`src/teq_pkg.sv`:
```
`default_nettype none

package teq_pkg;

   localparam int DEFAULT_EVENT_SLOTS = 16;
   localparam int MAX_FIRE            = 16;
   localparam int FIRE_W              = $clog2(MAX_FIRE);

   localparam int OP_W    = 2;
   localparam int ID_W    = 4;
   localparam int TIME_W  = 64;
   localparam int ORDER_W = 32;
   localparam int KIND_W  = 2;

   typedef enum logic [OP_W-1:0] {
      OP_ATTACH  = 2'd0,
      OP_DETACH  = 2'd1,
      OP_TICK    = 2'd2,
      OP_IGNORED = 2'd3
   } op_type;

   typedef enum logic [KIND_W-1:0] {
      KIND_ACK   = 2'd0,
      KIND_FIRED = 2'd1,
      KIND_NONE  = 2'd2
   } kind_type;

   localparam logic STATUS_OK         = 1'b0;
   localparam logic STATUS_NOT_ARMED  = 1'b1;

   typedef struct packed {
      logic accept;
      logic scan_start;
      logic load_ack;
      logic load_fire;
      logic load_none;
   } teq_cmd_type;

   typedef struct packed {
      logic scan_done;
      logic found;
      logic is_last;
      logic out_free;
   } teq_stat_type;

endpackage

`default_nettype wire

```
`src/teq_if.sv`:
```
`default_nettype none

interface teq_req_if;
   import teq_pkg::*;

   logic                valid;
   logic                ready;
   logic [OP_W-1:0]     op;
   logic [ID_W-1:0]     event_id;
   logic [TIME_W-1:0]   expire_time;
   logic [TIME_W-1:0]   now_time;

   modport source (output valid, output op, output event_id, output expire_time,
                   output now_time, input ready);
   modport sink (input valid, input op, input event_id, input expire_time,
                 input now_time, output ready);
endinterface

interface teq_rsp_if;
   import teq_pkg::*;

   logic                valid;
   logic                ready;
   logic [KIND_W-1:0]   kind;
   logic [ID_W-1:0]     fired_id;
   logic                status;
   logic                last;

   modport source (output valid, output kind, output fired_id, output status,
                   output last, input ready);
   modport sink (input valid, input kind, input fired_id, input status,
                 input last, output ready);
endinterface

`default_nettype wire

```
`src/teq_ctrl.sv`:
```
`default_nettype none

module teq_ctrl (
   input  logic                      clock,
   input  logic                      reset,
   input  logic                      req_valid,
   input  logic [teq_pkg::OP_W-1:0]  req_op,
   output logic                      req_ready,
   output teq_pkg::teq_cmd_type      cmd,
   input  teq_pkg::teq_stat_type     stat
);
   import teq_pkg::*;

   typedef enum logic [2:0] {
      S_IDLE,
      S_SCAN,
      S_ACK,
      S_FIRE,
      S_NONE
   } state_type;

   state_type state_ff, state_in;

   assign req_ready = (state_ff == S_IDLE);

   always_comb begin
      state_in = state_ff;
      cmd      = '0;
      unique case (state_ff)
         S_IDLE: begin
            if (req_valid) begin
               cmd.accept = 1'b1;
               unique case (op_type'(req_op))
                  OP_ATTACH, OP_DETACH: state_in = S_ACK;
                  OP_TICK: begin
                     cmd.scan_start = 1'b1;
                     state_in       = S_SCAN;
                  end
                  default: state_in = S_IDLE;
               endcase
            end
         end
         S_SCAN: begin
            if (stat.scan_done) begin
               state_in = stat.found ? S_FIRE : S_NONE;
            end
         end
         S_ACK: begin
            if (stat.out_free) begin
               cmd.load_ack = 1'b1;
               state_in     = S_IDLE;
            end
         end
         S_FIRE: begin
            if (stat.out_free) begin
               cmd.load_fire = 1'b1;
               if (stat.is_last) begin
                  state_in = S_IDLE;
               end else begin
                  // next round of the search over the remaining due events
                  cmd.scan_start = 1'b1;
                  state_in       = S_SCAN;
               end
            end
         end
         S_NONE: begin
            if (stat.out_free) begin
               cmd.load_none = 1'b1;
               state_in      = S_IDLE;
            end
         end
         default: state_in = S_IDLE;
      endcase
   end

   always_ff @(posedge clock) begin
      if (reset) begin
         state_ff <= S_IDLE;
      end else begin
         state_ff <= state_in;
      end
   end

endmodule

`default_nettype wire

```
`src/teq_dpath.sv`:
```
`default_nettype none

module teq_dpath #(
   parameter int EVENT_SLOTS = teq_pkg::DEFAULT_EVENT_SLOTS
) (
   input  logic                          clock,
   input  logic                          reset,
   input  teq_pkg::teq_cmd_type          cmd,
   output teq_pkg::teq_stat_type         stat,
   input  logic [teq_pkg::OP_W-1:0]      req_op,
   input  logic [teq_pkg::ID_W-1:0]      req_id,
   input  logic [teq_pkg::TIME_W-1:0]    req_expire,
   input  logic [teq_pkg::TIME_W-1:0]    req_now,
   input  logic                          rsp_ready,
   output logic                          rsp_valid,
   output logic [teq_pkg::KIND_W-1:0]    rsp_kind,
   output logic [teq_pkg::ID_W-1:0]      rsp_fired_id,
   output logic                          rsp_status,
   output logic                          rsp_last
);
   import teq_pkg::*;

   localparam int SLOT_W = (EVENT_SLOTS > 1) ? $clog2(EVENT_SLOTS) : 1;
   localparam int EXT_W  = ((SLOT_W > ID_W) ? SLOT_W : ID_W) + 1;
   localparam logic [SLOT_W-1:0] LAST_SLOT = SLOT_W'(EVENT_SLOTS - 1);

   // slot storage, read one slot per cycle during a scan
   logic [TIME_W-1:0]  expiry_mem [EVENT_SLOTS];
   logic [ORDER_W-1:0] order_mem  [EVENT_SLOTS];
   logic [TIME_W-1:0]  exp_rd_ff;
   logic [ORDER_W-1:0] ord_rd_ff;

   logic [EVENT_SLOTS-1:0] armed_ff, armed_in;
   logic [ORDER_W-1:0]     arrival_ff, arrival_in;
   logic [ID_W-1:0]        id_ff, id_in;
   logic [TIME_W-1:0]      now_ff, now_in;
   logic                   ack_status_ff, ack_status_in;
   logic [FIRE_W-1:0]      fire_cnt_ff, fire_cnt_in;

   logic [SLOT_W-1:0]      scan_idx_ff, scan_idx_in;
   logic                   issue_ff, issue_in;

   logic                   rd_valid_ff, rd_valid_in;
   logic                   rd_armed_ff, rd_armed_in;
   logic [SLOT_W-1:0]      rd_idx_ff, rd_idx_in;
   logic                   rd_last_ff, rd_last_in;

   logic                   st_valid_ff, st_valid_in;
   logic                   st_due_ff, st_due_in;
   logic [TIME_W-1:0]      st_exp_ff, st_exp_in;
   logic [ORDER_W-1:0]     st_age_ff, st_age_in;
   logic [SLOT_W-1:0]      st_idx_ff, st_idx_in;
   logic                   st_last_ff, st_last_in;

   logic                   best_found_ff, best_found_in;
   logic [TIME_W-1:0]      best_exp_ff, best_exp_in;
   logic [ORDER_W-1:0]     best_age_ff, best_age_in;
   logic [SLOT_W-1:0]      best_idx_ff, best_idx_in;
   logic                   more_ff, more_in;
   logic                   done_ff, done_in;

   logic                   rsp_valid_ff, rsp_valid_in;
   kind_type               rsp_kind_ff, rsp_kind_in;
   logic [ID_W-1:0]        rsp_id_ff, rsp_id_in;
   logic                   rsp_status_ff, rsp_status_in;
   logic                   rsp_last_ff, rsp_last_in;

   logic [EXT_W-1:0]       id_ext;
   logic                   id_in_range;
   logic [SLOT_W-1:0]      id_slot;
   logic                   attach_we;
   logic                   detach_hit;
   logic                   better;
   logic                   is_last;
   logic                   out_free;

   assign id_ext      = EXT_W'(req_id);
   assign id_in_range = id_ext < EXT_W'(EVENT_SLOTS);
   assign id_slot     = id_ext[SLOT_W-1:0];
   assign attach_we   = cmd.accept && (req_op == OP_ATTACH) && id_in_range;
   assign detach_hit  = cmd.accept && (req_op == OP_DETACH) && id_in_range
                        && armed_ff[id_slot];

   // earlier expiry wins, then the older arrival; equal age keeps the lower slot
   assign better  = (st_exp_ff < best_exp_ff)
                    || ((st_exp_ff == best_exp_ff) && (st_age_ff > best_age_ff));
   assign is_last = !more_ff || (fire_cnt_ff == FIRE_W'(MAX_FIRE - 1));
   assign out_free = !rsp_valid_ff || rsp_ready;

   always_ff @(posedge clock) begin
      if (attach_we) begin
         expiry_mem[id_slot] <= req_expire;
         order_mem[id_slot]  <= arrival_ff;
      end
      exp_rd_ff <= expiry_mem[scan_idx_ff];
      ord_rd_ff <= order_mem[scan_idx_ff];
   end

   always_comb begin
      armed_in      = armed_ff;
      arrival_in    = arrival_ff;
      id_in         = id_ff;
      now_in        = now_ff;
      ack_status_in = ack_status_ff;
      fire_cnt_in   = fire_cnt_ff;
      scan_idx_in   = scan_idx_ff;
      issue_in      = issue_ff;
      best_found_in = best_found_ff;
      best_exp_in   = best_exp_ff;
      best_age_in   = best_age_ff;
      best_idx_in   = best_idx_ff;
      more_in       = more_ff;
      rsp_valid_in  = rsp_valid_ff;
      rsp_kind_in   = rsp_kind_ff;
      rsp_id_in     = rsp_id_ff;
      rsp_status_in = rsp_status_ff;
      rsp_last_in   = rsp_last_ff;

      if (cmd.accept) begin
         id_in         = req_id;
         now_in        = req_now;
         fire_cnt_in   = '0;
         ack_status_in = ((req_op == OP_DETACH) && !detach_hit) ? STATUS_NOT_ARMED
                                                                 : STATUS_OK;
         if (attach_we) begin
            armed_in[id_slot] = 1'b1;
            arrival_in        = arrival_ff + 1'b1;
         end
         if (detach_hit) begin
            armed_in[id_slot] = 1'b0;
         end
      end

      // slot scan address
      if (cmd.scan_start) begin
         scan_idx_in   = '0;
         issue_in      = 1'b1;
         best_found_in = 1'b0;
         more_in       = 1'b0;
      end else if (issue_ff) begin
         if (scan_idx_ff == LAST_SLOT) begin
            issue_in = 1'b0;
         end else begin
            scan_idx_in = scan_idx_ff + 1'b1;
         end
      end

      // keep the best due slot seen so far
      if (st_valid_ff && st_due_ff) begin
         if (!best_found_ff || better) begin
            best_exp_in = st_exp_ff;
            best_age_in = st_age_ff;
            best_idx_in = st_idx_ff;
         end
         if (best_found_ff) begin
            more_in = 1'b1;
         end
         best_found_in = 1'b1;
      end

      if (rsp_ready) begin
         rsp_valid_in = 1'b0;
      end
      if (cmd.load_ack) begin
         rsp_valid_in  = 1'b1;
         rsp_kind_in   = KIND_ACK;
         rsp_id_in     = id_ff;
         rsp_status_in = ack_status_ff;
         rsp_last_in   = 1'b1;
      end
      if (cmd.load_fire) begin
         armed_in[best_idx_ff] = 1'b0;
         fire_cnt_in   = fire_cnt_ff + 1'b1;
         rsp_valid_in  = 1'b1;
         rsp_kind_in   = KIND_FIRED;
         rsp_id_in     = ID_W'(best_idx_ff);
         rsp_status_in = STATUS_OK;
         rsp_last_in   = is_last;
      end
      if (cmd.load_none) begin
         rsp_valid_in  = 1'b1;
         rsp_kind_in   = KIND_NONE;
         rsp_id_in     = '0;
         rsp_status_in = STATUS_OK;
         rsp_last_in   = 1'b1;
      end
   end

   assign rd_valid_in = issue_ff;
   assign rd_armed_in = armed_ff[scan_idx_ff];
   assign rd_idx_in   = scan_idx_ff;
   assign rd_last_in  = (scan_idx_ff == LAST_SLOT);

   assign st_valid_in = rd_valid_ff;
   assign st_due_in   = rd_armed_ff && (exp_rd_ff <= now_ff);
   assign st_exp_in   = exp_rd_ff;
   assign st_age_in   = arrival_ff - ord_rd_ff;
   assign st_idx_in   = rd_idx_ff;
   assign st_last_in  = rd_last_ff;

   assign done_in = st_valid_ff && st_last_ff;

   always_ff @(posedge clock) begin
      if (reset) begin
         armed_ff      <= '0;
         arrival_ff    <= '0;
         issue_ff      <= 1'b0;
         rd_valid_ff   <= 1'b0;
         st_valid_ff   <= 1'b0;
         best_found_ff <= 1'b0;
         more_ff       <= 1'b0;
         done_ff       <= 1'b0;
         fire_cnt_ff   <= '0;
         rsp_valid_ff  <= 1'b0;
      end else begin
         armed_ff      <= armed_in;
         arrival_ff    <= arrival_in;
         issue_ff      <= issue_in;
         rd_valid_ff   <= rd_valid_in;
         st_valid_ff   <= st_valid_in;
         best_found_ff <= best_found_in;
         more_ff       <= more_in;
         done_ff       <= done_in;
         fire_cnt_ff   <= fire_cnt_in;
         rsp_valid_ff  <= rsp_valid_in;
      end
   end

   always_ff @(posedge clock) begin
      id_ff         <= id_in;
      now_ff        <= now_in;
      ack_status_ff <= ack_status_in;
      scan_idx_ff   <= scan_idx_in;
      rd_armed_ff   <= rd_armed_in;
      rd_idx_ff     <= rd_idx_in;
      rd_last_ff    <= rd_last_in;
      st_due_ff     <= st_due_in;
      st_exp_ff     <= st_exp_in;
      st_age_ff     <= st_age_in;
      st_idx_ff     <= st_idx_in;
      st_last_ff    <= st_last_in;
      best_exp_ff   <= best_exp_in;
      best_age_ff   <= best_age_in;
      best_idx_ff   <= best_idx_in;
      rsp_kind_ff   <= rsp_kind_in;
      rsp_id_ff     <= rsp_id_in;
      rsp_status_ff <= rsp_status_in;
      rsp_last_ff   <= rsp_last_in;
   end

   assign stat.scan_done = done_ff;
   assign stat.found     = best_found_ff;
   assign stat.is_last   = is_last;
   assign stat.out_free  = out_free;

   assign rsp_valid    = rsp_valid_ff;
   assign rsp_kind     = rsp_kind_ff;
   assign rsp_fired_id = rsp_id_ff;
   assign rsp_status   = rsp_status_ff;
   assign rsp_last     = rsp_last_ff;

endmodule

`default_nettype wire

```
`src/timer_event_queue.sv`:
```
// Timer event queue: one slot per event id, each holding an armed bit, a 64-bit expiry
// and an arrival order. Attach arms a slot (re-arming it with a fresh arrival order),
// detach disarms it, and tick fires every armed slot due at the given time, earliest
// expiry first and older attach first on ties, up to 16 per tick with the rest left
// armed. Attach and detach wait in an acknowledge state while the result register is
// still full; an ignored opcode is taken without a result. A tick runs one search
// round per fired event, or one round when nothing is due; each round is a slot scan
// that reads the expiry and order memory through its single read port one slot per
// cycle. The result register lets a new transaction be taken while the previous
// result waits.
`default_nettype none

module timer_event_queue #(
   parameter int EVENT_SLOTS = teq_pkg::DEFAULT_EVENT_SLOTS
) (
   input  logic       clock,
   input  logic       reset,
   teq_req_if.sink    req_ch,
   teq_rsp_if.source  rsp_ch
);
   import teq_pkg::*;

   teq_cmd_type  cmd;
   teq_stat_type stat;
   logic         ready;

   assign req_ch.ready = ready;

   teq_ctrl u_teq_ctrl (
      .clock     (clock),
      .reset     (reset),
      .req_valid (req_ch.valid),
      .req_op    (req_ch.op),
      .req_ready (ready),
      .cmd       (cmd),
      .stat      (stat)
   );

   teq_dpath #(
      .EVENT_SLOTS (EVENT_SLOTS)
   ) u_teq_dpath (
      .clock        (clock),
      .reset        (reset),
      .cmd          (cmd),
      .stat         (stat),
      .req_op       (req_ch.op),
      .req_id       (req_ch.event_id),
      .req_expire   (req_ch.expire_time),
      .req_now      (req_ch.now_time),
      .rsp_ready    (rsp_ch.ready),
      .rsp_valid    (rsp_ch.valid),
      .rsp_kind     (rsp_ch.kind),
      .rsp_fired_id (rsp_ch.fired_id),
      .rsp_status   (rsp_ch.status),
      .rsp_last     (rsp_ch.last)
   );

endmodule

`default_nettype wire

```
`src/flat_wrapper.sv`:
```
// flat-port wrapper written by rule: the top's interface ports become plain ports
module timer_event_queue_flat import teq_pkg::*;
#(
   parameter int EVENT_SLOTS = teq_pkg::DEFAULT_EVENT_SLOTS
)
  (clock, reset, req_ch_valid, req_ch_op, req_ch_event_id, req_ch_expire_time, req_ch_now_time, req_ch_ready, rsp_ch_valid, rsp_ch_kind, rsp_ch_fired_id, rsp_ch_status, rsp_ch_last, rsp_ch_ready);
  teq_req_if req_ch_i ();
  teq_rsp_if rsp_ch_i ();
  input  logic clock;
  input  logic reset;
  input wire logic [$bits(req_ch_i.valid)-1:0] req_ch_valid;
  input wire logic [$bits(req_ch_i.op)-1:0] req_ch_op;
  input wire logic [$bits(req_ch_i.event_id)-1:0] req_ch_event_id;
  input wire logic [$bits(req_ch_i.expire_time)-1:0] req_ch_expire_time;
  input wire logic [$bits(req_ch_i.now_time)-1:0] req_ch_now_time;
  output wire logic [$bits(req_ch_i.ready)-1:0] req_ch_ready;
  output wire logic [$bits(rsp_ch_i.valid)-1:0] rsp_ch_valid;
  output wire logic [$bits(rsp_ch_i.kind)-1:0] rsp_ch_kind;
  output wire logic [$bits(rsp_ch_i.fired_id)-1:0] rsp_ch_fired_id;
  output wire logic [$bits(rsp_ch_i.status)-1:0] rsp_ch_status;
  output wire logic [$bits(rsp_ch_i.last)-1:0] rsp_ch_last;
  input wire logic [$bits(rsp_ch_i.ready)-1:0] rsp_ch_ready;
  assign req_ch_i.valid = req_ch_valid;
  assign req_ch_i.op = req_ch_op;
  assign req_ch_i.event_id = req_ch_event_id;
  assign req_ch_i.expire_time = req_ch_expire_time;
  assign req_ch_i.now_time = req_ch_now_time;
  assign req_ch_ready = req_ch_i.ready;
  assign rsp_ch_valid = rsp_ch_i.valid;
  assign rsp_ch_kind = rsp_ch_i.kind;
  assign rsp_ch_fired_id = rsp_ch_i.fired_id;
  assign rsp_ch_status = rsp_ch_i.status;
  assign rsp_ch_last = rsp_ch_i.last;
  assign rsp_ch_i.ready = rsp_ch_ready;
  timer_event_queue #(.EVENT_SLOTS(EVENT_SLOTS)) u_core (.clock(clock), .reset(reset), .req_ch(req_ch_i), .rsp_ch(rsp_ch_i));
endmodule
```
`config.mk`:
```
export PLATFORM = sky130hd
export DESIGN_NAME = timer_event_queue_flat
export DESIGN_NICKNAME = d
export VERILOG_FILES = /design/src/teq_pkg.sv /design/src/teq_if.sv /design/src/teq_ctrl.sv /design/src/teq_dpath.sv /design/src/timer_event_queue.sv /design/src/flat_wrapper.sv
export SDC_FILE = /design/constraint.sdc
export NUM_CORES = 2
export LEC_CHECK = 0
export BUFFER_PORTS_ARGS = -buffer_cell sky130_fd_sc_hd__buf_2
export CORE_UTILIZATION = 46
export DETAILED_ROUTE_END_ITERATION = 8
export PLACE_DENSITY = 0.67
export SYNTH_ARGS = -nofsm -noshare
export SYNTH_HDL_FRONTEND = slang
export SYNTH_HIERARCHICAL = 1
export SYNTH_SLANG_ARGS = --single-unit
```
`constraint.sdc`:
```
create_clock -name clock -period 20.7 [get_ports clock]
set_input_delay 4.14 -clock clock [delete_from_list [all_inputs] [get_ports clock]]
set_output_delay 4.14 -clock clock [all_outputs]
set_load 0.05 [all_outputs]
```
Word-level counts from Yosys, hierarchy flattened:

Memory sizes are Yosys's and may differ from the RTL's. A register that Yosys moved wholly into a read port is not among the register bits.
Cells that the tools add are included.

* register bits after elaboration: 351
* logic and storage cells: 151
* output and inout port bits: 10
* bits in writable memories: 1536
* memories kept: 2

Memory list
* u_core.u_teq_dpath.expiry_mem: depth 16, width 64, rd ports 1, clocked after Yosys merged registers in 1, wr ports 1, RTL line teq_dpath.sv:28 `logic [TIME_W-1:0] expiry_mem [EVENT_SLOTS];`
* u_core.u_teq_dpath.order_mem: depth 16, width 32, rd ports 1, clocked after Yosys merged registers in 1, wr ports 1, RTL line teq_dpath.sv:29 `logic [ORDER_W-1:0] order_mem [EVENT_SLOTS];`

* eq/ne operators: 13
* bitwise logic cells: 6
* muxes and demuxes: 54
* $add $sub $neg: 4
* reduce and logical (&&, ||, !) cells: 33
* $lt $le $gt $ge: 9

Operators with widths (count)
* $mux W16: 5
* $eq A64 B64 Y1: 1
* $le A64 B64 Y1: 1
* $lt A64 B64 Y1: 1
* $add A32 B1 Y32 const B: 1
* $and A16 B16 Y16: 2
* $gt A32 B32 Y1: 1
* $not A16 Y16: 2
* $sub A32 B32 Y32: 1
* $mux W1: 30
* $lt A4 B5 Y1 const B: 4
* $mux W4: 4
* $or A16 B16 Y16: 1
* $mux W3: 5
* $logic_and A1 B1 Y1: 12
* $pmux W3 S4: 1
* $add A4 B1 Y4 const B: 2
* $bmux W1 S4: 2
* $demux W1 S4: 2
* $eq A4 B4 Y1 const B: 2
* $ge A4 B1 Y1 const B: 2
* $eq A3 B2 Y1 const B: 2
* $mux W2: 3
* $ne A2 B2 Y1 const B: 3
* 17 further kinds: 29

Logic depth before layout (Yosys ltp):

* word-level depth: 13
* depth in mapped cells: 11

Hierarchy:

The synthesis kept the hierarchy.

Modules (own cells, without submodules)
* teq_dpath: cells each 3656, sequential area each 56704.4 um^2, area each 75558.7 um^2, times used 1
* teq_ctrl: cells each 35, sequential area each 60.1 um^2, area each 321.6 um^2, times used 1

Worst setup path after synthesis:

Ideal clock, no wire load.

* path kind: input-to-reg
* from: input port req_ch_valid
* to: register u_core.u_teq_dpath.armed_ff[11]
* setup time: 0.076 ns
* data required time: 20.624 ns
* data arrival time: 11.343 ns
* stages on the path: 6
* buffers on the path: 1
* setup slack: 9.281 ns
* cells stage by stage: and2_1 > nor3b_2 > buf_4 > nand3_1 > nor2_1 > o221a_2

* cells in the longest elaborated chain, start to end: 11

RTL lines
* from (decl): RTL line flat_wrapper.sv:11 `input wire logic [$bits(req_ch_i.valid)-1:0] req_ch_valid;`
* $mux W2 *: RTL line teq_ctrl.sv:31 `if (req_valid) begin`
* $mux W1 *: RTL line teq_ctrl.sv:29 `unique case (state_ff)`
* $logic_and A1 B1 Y1 (2 in a row): RTL line teq_dpath.sv:80 `assign attach_we = cmd.accept && (req_op == OP_ATTACH) && id_in_range;`
* $mux W16: RTL line teq_dpath.sv:125 `if (attach_we) begin`
* $mux W16: RTL line teq_dpath.sv:119 `if (cmd.accept) begin`
* $and A16 B16 Y16 (no source line)
* $mux W16: RTL line teq_dpath.sv:129 `if (detach_hit) begin`
* $mux W16 *: RTL line teq_dpath.sv:119
* $and A16 B16 Y16 (no source line)
* $mux W16 *: RTL line teq_dpath.sv:171 `if (cmd.load_fire) begin`
* to (signal assigned): RTL line teq_dpath.sv:216 `armed_ff <= armed_in;`
* to (decl): RTL line teq_dpath.sv:33 `logic [EVENT_SLOTS-1:0] armed_ff, armed_in;`

Every way passes the cells marked *; elsewhere a longest branch is shown, timed or not. The select of a mux whose other input is x is not followed.
A chain may end at the register's enable or synchronous reset.

==> summary.txt <==
=================================================================================================================
Critical path required time                                                                              21.15 ns
Final std cell area, no fill                                                                            85980 um2
Crit path depth                                                                                                 8
Via count                                                                                                   36020
Final total negative setup slack                                                                             0 ns
Horiz. Die Dim                                                                                           408.2 um
Synthesized instance count                                                                                   3691
Count of final setup violators                                                                                  0
DRC violation count after routing                                                                               0
Synthesis Warnings                                                                                              6
Number of port buffers                                                                                        147
Crit path kind                                                                                       input port to register
Multiplexer share of the synthesized area                                                                  0.1466
Clock skew                                                                                             0.05664 ns
Global route overflow                                                                                           0
Delay of the slowest cell on the worst path                                                               0.93 ns
Post-synth top flop                                                                                  sky130_fd_sc_hd__edfxtp_1
Die Y                                                                                                    408.2 um
Growth of design area from synthesis to finish                                                             13.31%
Most repeated library cell on the critical path                                                      sky130_fd_sc_hd__buf_4
Number of nets produced by synthesis                                                                         4024
FFs w/ async S/R, synth                                                                                         0
Cell row count                                                                                                148
Max transition margin                                                                                      0.2251
Area of the core                                                                                       163300 um2
Count of placed standard cells including taps                                                                5935
Post-CTS Setup Inserts                                                                                          0
Buffers plus inverters on the worst setup path                                                                  4
Max-slew violation count                                                                                        0
Class of the worst hold path                                                                         register to register
Placement-stage cell area                                                                               79420 um2
Initial cell density of the core                                                                           0.4646
CTS Buf Count                                                                                                 192
Global-route wire length before repair                                                                  243100 um
Portion of the clock cycle consumed by the worst path in the final layout                                  0.3516
Number of violations of the max-capacitance limit                                                               0
Crit end category                                                                                        register
Hold Vio Cnt, Final                                                                                             0
Total chip power                                                                                         9.934 mW
Critical path startpoint category                                                                      input port
Total iterations of the first detailed-routing run                                                              5
Wirelength, routed                                                                                      163800 um
Clock tree root driver cell                                                                          sky130_fd_sc_hd__clkbuf_16
Resized cells post-CTS                                                                                          0
Number of fillers in the final layout                                                                       12610
Sink count of the clock tree                                                                                 1983
R2r worst-path depth                                                                                            6
Clock insertion delay at the later pin of the skew report                                                 0.84 ns
Post-detailed-placement half-perimeter wirelength                                                        93610 um
Netlist area before placement                                                                           75880 um2
Clock slew at reported path FFs                                                                           0.06 ns
Arithmetic-cell share of the synthesized area counting full adders, half adders and majority gates        0.03225
Run status                                                                                           complete, no violations
Fin util                                                                                                   0.5264
Largest family of logic cells by synthesized area                                                    multiplexers
Xor/xnor share of the synthesized area                                                                   0.006233
Sequence of cells on the critical path                                                               buf_2 -> and2_4 -> nor3b_2 -> buf_4 -> nand2_1 -> nor2_4 -> buf_4 -> buf_4
Buffer depth of the longest clock path                                                                          3
Most common cell after layout, fill and taps aside                                                   sky130_fd_sc_hd__edfxtp_1
Yosys cell types                                                                                               71
Setup repair after global routing missed its margin                                                            no
Delay-heaviest family, CP                                                                            simple AND/OR/NAND/NOR gates
Routed len/inst                                                                                          25.97 um
Final estimated routing congestion in global placement                                                     0.8141
Flip-flop and latch count after synthesis                                                                    1983
Combined global-route utilization of all metal layers                                                      0.1976
Worst IR drop on VDD                                                                                   0.09916 mV
Transition time at the pin with the least slew margin                                                    1.152 ns
Number of nets in the final layout                                                                           4287
Vias in the first global route                                                                              36470
Compound-cell area share of the yosys netlist                                                             0.02683
Power density of the placed cells                                                                    115.5 nW/um2
Number of hold buffers added after cts                                                                          0
Final critical path time including I/O delays and setup                                                  7.277 ns
Antenna viol nets, final                                                                                        0
Average cell area after synthesis                                                                       20.56 um2
Basic-gate share of the synthesized area counting and, or, nand and nor cells                             0.02211
H-tree depth                                                                                                    4
Hold Path Stages                                                                                                0
Register area share after synthesis                                                                        0.7481
Number of design-rule violations left by the first detailed-router iteration                                 3150
Largest net degree at the start of global routing                                                             144
Post-Layout Cell Count                                                                                       6310
Crit Path Max Fanout                                                                                           41
CP Data Arrival Time                                                                                      7.72 ns
Share of layout cells above drive strength 1                                                               0.2573
Max stage delay cell, worst path                                                                     sky130_fd_sc_hd__nor2_4
Leakage component of the power                                                                           29.88 nW
Commonest cells after routing, fill and taps aside                                                   1705 x sky130_fd_sc_hd__edfxtp_1, 490 x sky130_fd_sc_hd__mux4_2, 274 x sky130_fd_sc_hd__dfxtp_1
CTS tree                                                                                                      yes
Area of the die                                                                                        166600 um2
Fmax achieved                                                                                          0.1374 GHz
Count of flip-flops with a built-in enable after synthesis                                                   1705
Antenna violations before repair                                                                               30
Boundary pin count                                                                                            148
Via-to-Cell Ratio                                                                                           5.708
=================================================================================================================
-- per-layer routing --
layer  share of wire  vias to the layer above  track usage
met1            0.43                    19060       0.2784
met5         0.00044                        -            0
met3           0.060                      266      0.03105
li1                -                    15520            -
met4           0.023                       12      0.05425
met2            0.49                     1155       0.3214
-- worst reg2reg max path, cell delays in order (launching register included) --
cell                      delay (ns)
sky130_fd_sc_hd__dfxtp_4        0.84
sky130_fd_sc_hd__buf_4          0.82
sky130_fd_sc_hd__buf_4          0.73
sky130_fd_sc_hd__buf_12         0.73
sky130_fd_sc_hd__buf_4          0.93
sky130_fd_sc_hd__mux4_2         0.63
sky130_fd_sc_hd__mux4_2         0.55
-- synthesized netlist by cell type (13+ instances only) --
library cell / count / area share
sky130_fd_sc_hd__edfxtp_1: 1705 / 0.67
sky130_fd_sc_hd__buf_2: 20 / 0.0013
sky130_fd_sc_hd__ha_1: 194 / 0.032
sky130_fd_sc_hd__nand4_1: 45 / 0.0037
sky130_fd_sc_hd__a21o_1: 84 / 0.0083
sky130_fd_sc_hd__xor2_1: 28 / 0.0032
sky130_fd_sc_hd__clkbuf_1: 84 / 0.0042
sky130_fd_sc_hd__nor2_1: 87 / 0.0043
sky130_fd_sc_hd__dfxtp_1: 278 / 0.073
sky130_fd_sc_hd__o221a_2: 17 / 0.0025
sky130_fd_sc_hd__nor3_1: 15 / 0.00099
sky130_fd_sc_hd__buf_1: 25 / 0.0012
sky130_fd_sc_hd__and3_1: 13 / 0.0011
sky130_fd_sc_hd__nor2b_1: 20 / 0.0016
sky130_fd_sc_hd__a21oi_1: 102 / 0.0067
sky130_fd_sc_hd__xnor2_1: 26 / 0.0030
sky130_fd_sc_hd__nand3_1: 24 / 0.0016
sky130_fd_sc_hd__nand2_1: 46 / 0.0023
sky130_fd_sc_hd__mux4_2: 490 / 0.15
sky130_fd_sc_hd__inv_1: 208 / 0.010
sky130_fd_sc_hd__o21ai_0: 43 / 0.0028
-- worst paths after layout --
check | slack (ns) | to | startpoint
setup reg to reg | 15.32 | u_core/u_teq_dpath/exp_rd_ff[1] | u_core/u_teq_dpath/rd_idx_in[0]
hold / removal | 0.33 | u_core/u_teq_dpath/st_idx_ff[3] | u_core/u_teq_dpath/rd_idx_ff[3]
hold reg to reg | 0.33 | u_core/u_teq_dpath/st_idx_ff[3] | u_core/u_teq_dpath/rd_idx_ff[3]
setup / recovery | 13.42 | u_core/u_teq_dpath/expiry_mem[12][13] | req_ch_valid
-- final cells by class --
type	instances	area (um2)	share of cell area
sequential	1983	56780	0.6604
clock buffer	264	5305	0.06170
inverter	208	780.7	0.009081
clock inverter	99	1214	0.01412
multi-input combinational	1363	17890	0.2081
timing repair buffer	206	1254	0.01458
antenna	12	30.03	0.0003493
tap	2175	2721	0.03165
-- where the power goes --
group	switching, mW	internal (mW)
combinational	0.826	0.846
clock	1.51	2.03
sequential	0.196	4.53
-- metrics by stage --
step / setup WS (ns) / hold slack [ns]
floorplan: 9.281 / 0.3096
global placement: 12.61 / 0.3104
detailed placement: 12.50 / 0.3121
CTS: 13.38 / 0.3260
global route: 13.27 / 0.3296
finish: 13.42 / 0.3260
-- registers in the layout (all words and copies together), names as in the netlist, 16 cells and up --
register,flops
u_core/u_teq_dpath/expiry_mem,1024
u_core/u_teq_dpath/ord_rd_ff,32
u_core/u_teq_dpath/best_age_ff,32
u_core/u_teq_dpath/order_mem,512
u_core/u_teq_dpath/armed_ff,16
u_core/u_teq_dpath/best_exp_ff,64
u_core/u_teq_dpath/exp_rd_ff,64
u_core/u_teq_dpath/st_age_ff,32
u_core/u_teq_dpath/st_exp_ff,64
u_core/u_teq_dpath/arrival_ff,32
u_core/u_teq_dpath/now_ff,64
-- cells by family (layout without fill, tap and decap cells) --
kind of cell	count (synthesis)	in the layout
other	0	12
AO/OA/AOI/OAI	302	302
adder cells (fa/ha/maj)	195	195
flip-flops	1983	1983
buffers and inverters	345	777
XOR/XNOR	54	54
AND/OR/NAND/NOR	314	314
multiplexers	498	498
Note: power is estimated with default switching activity, not from simulation.
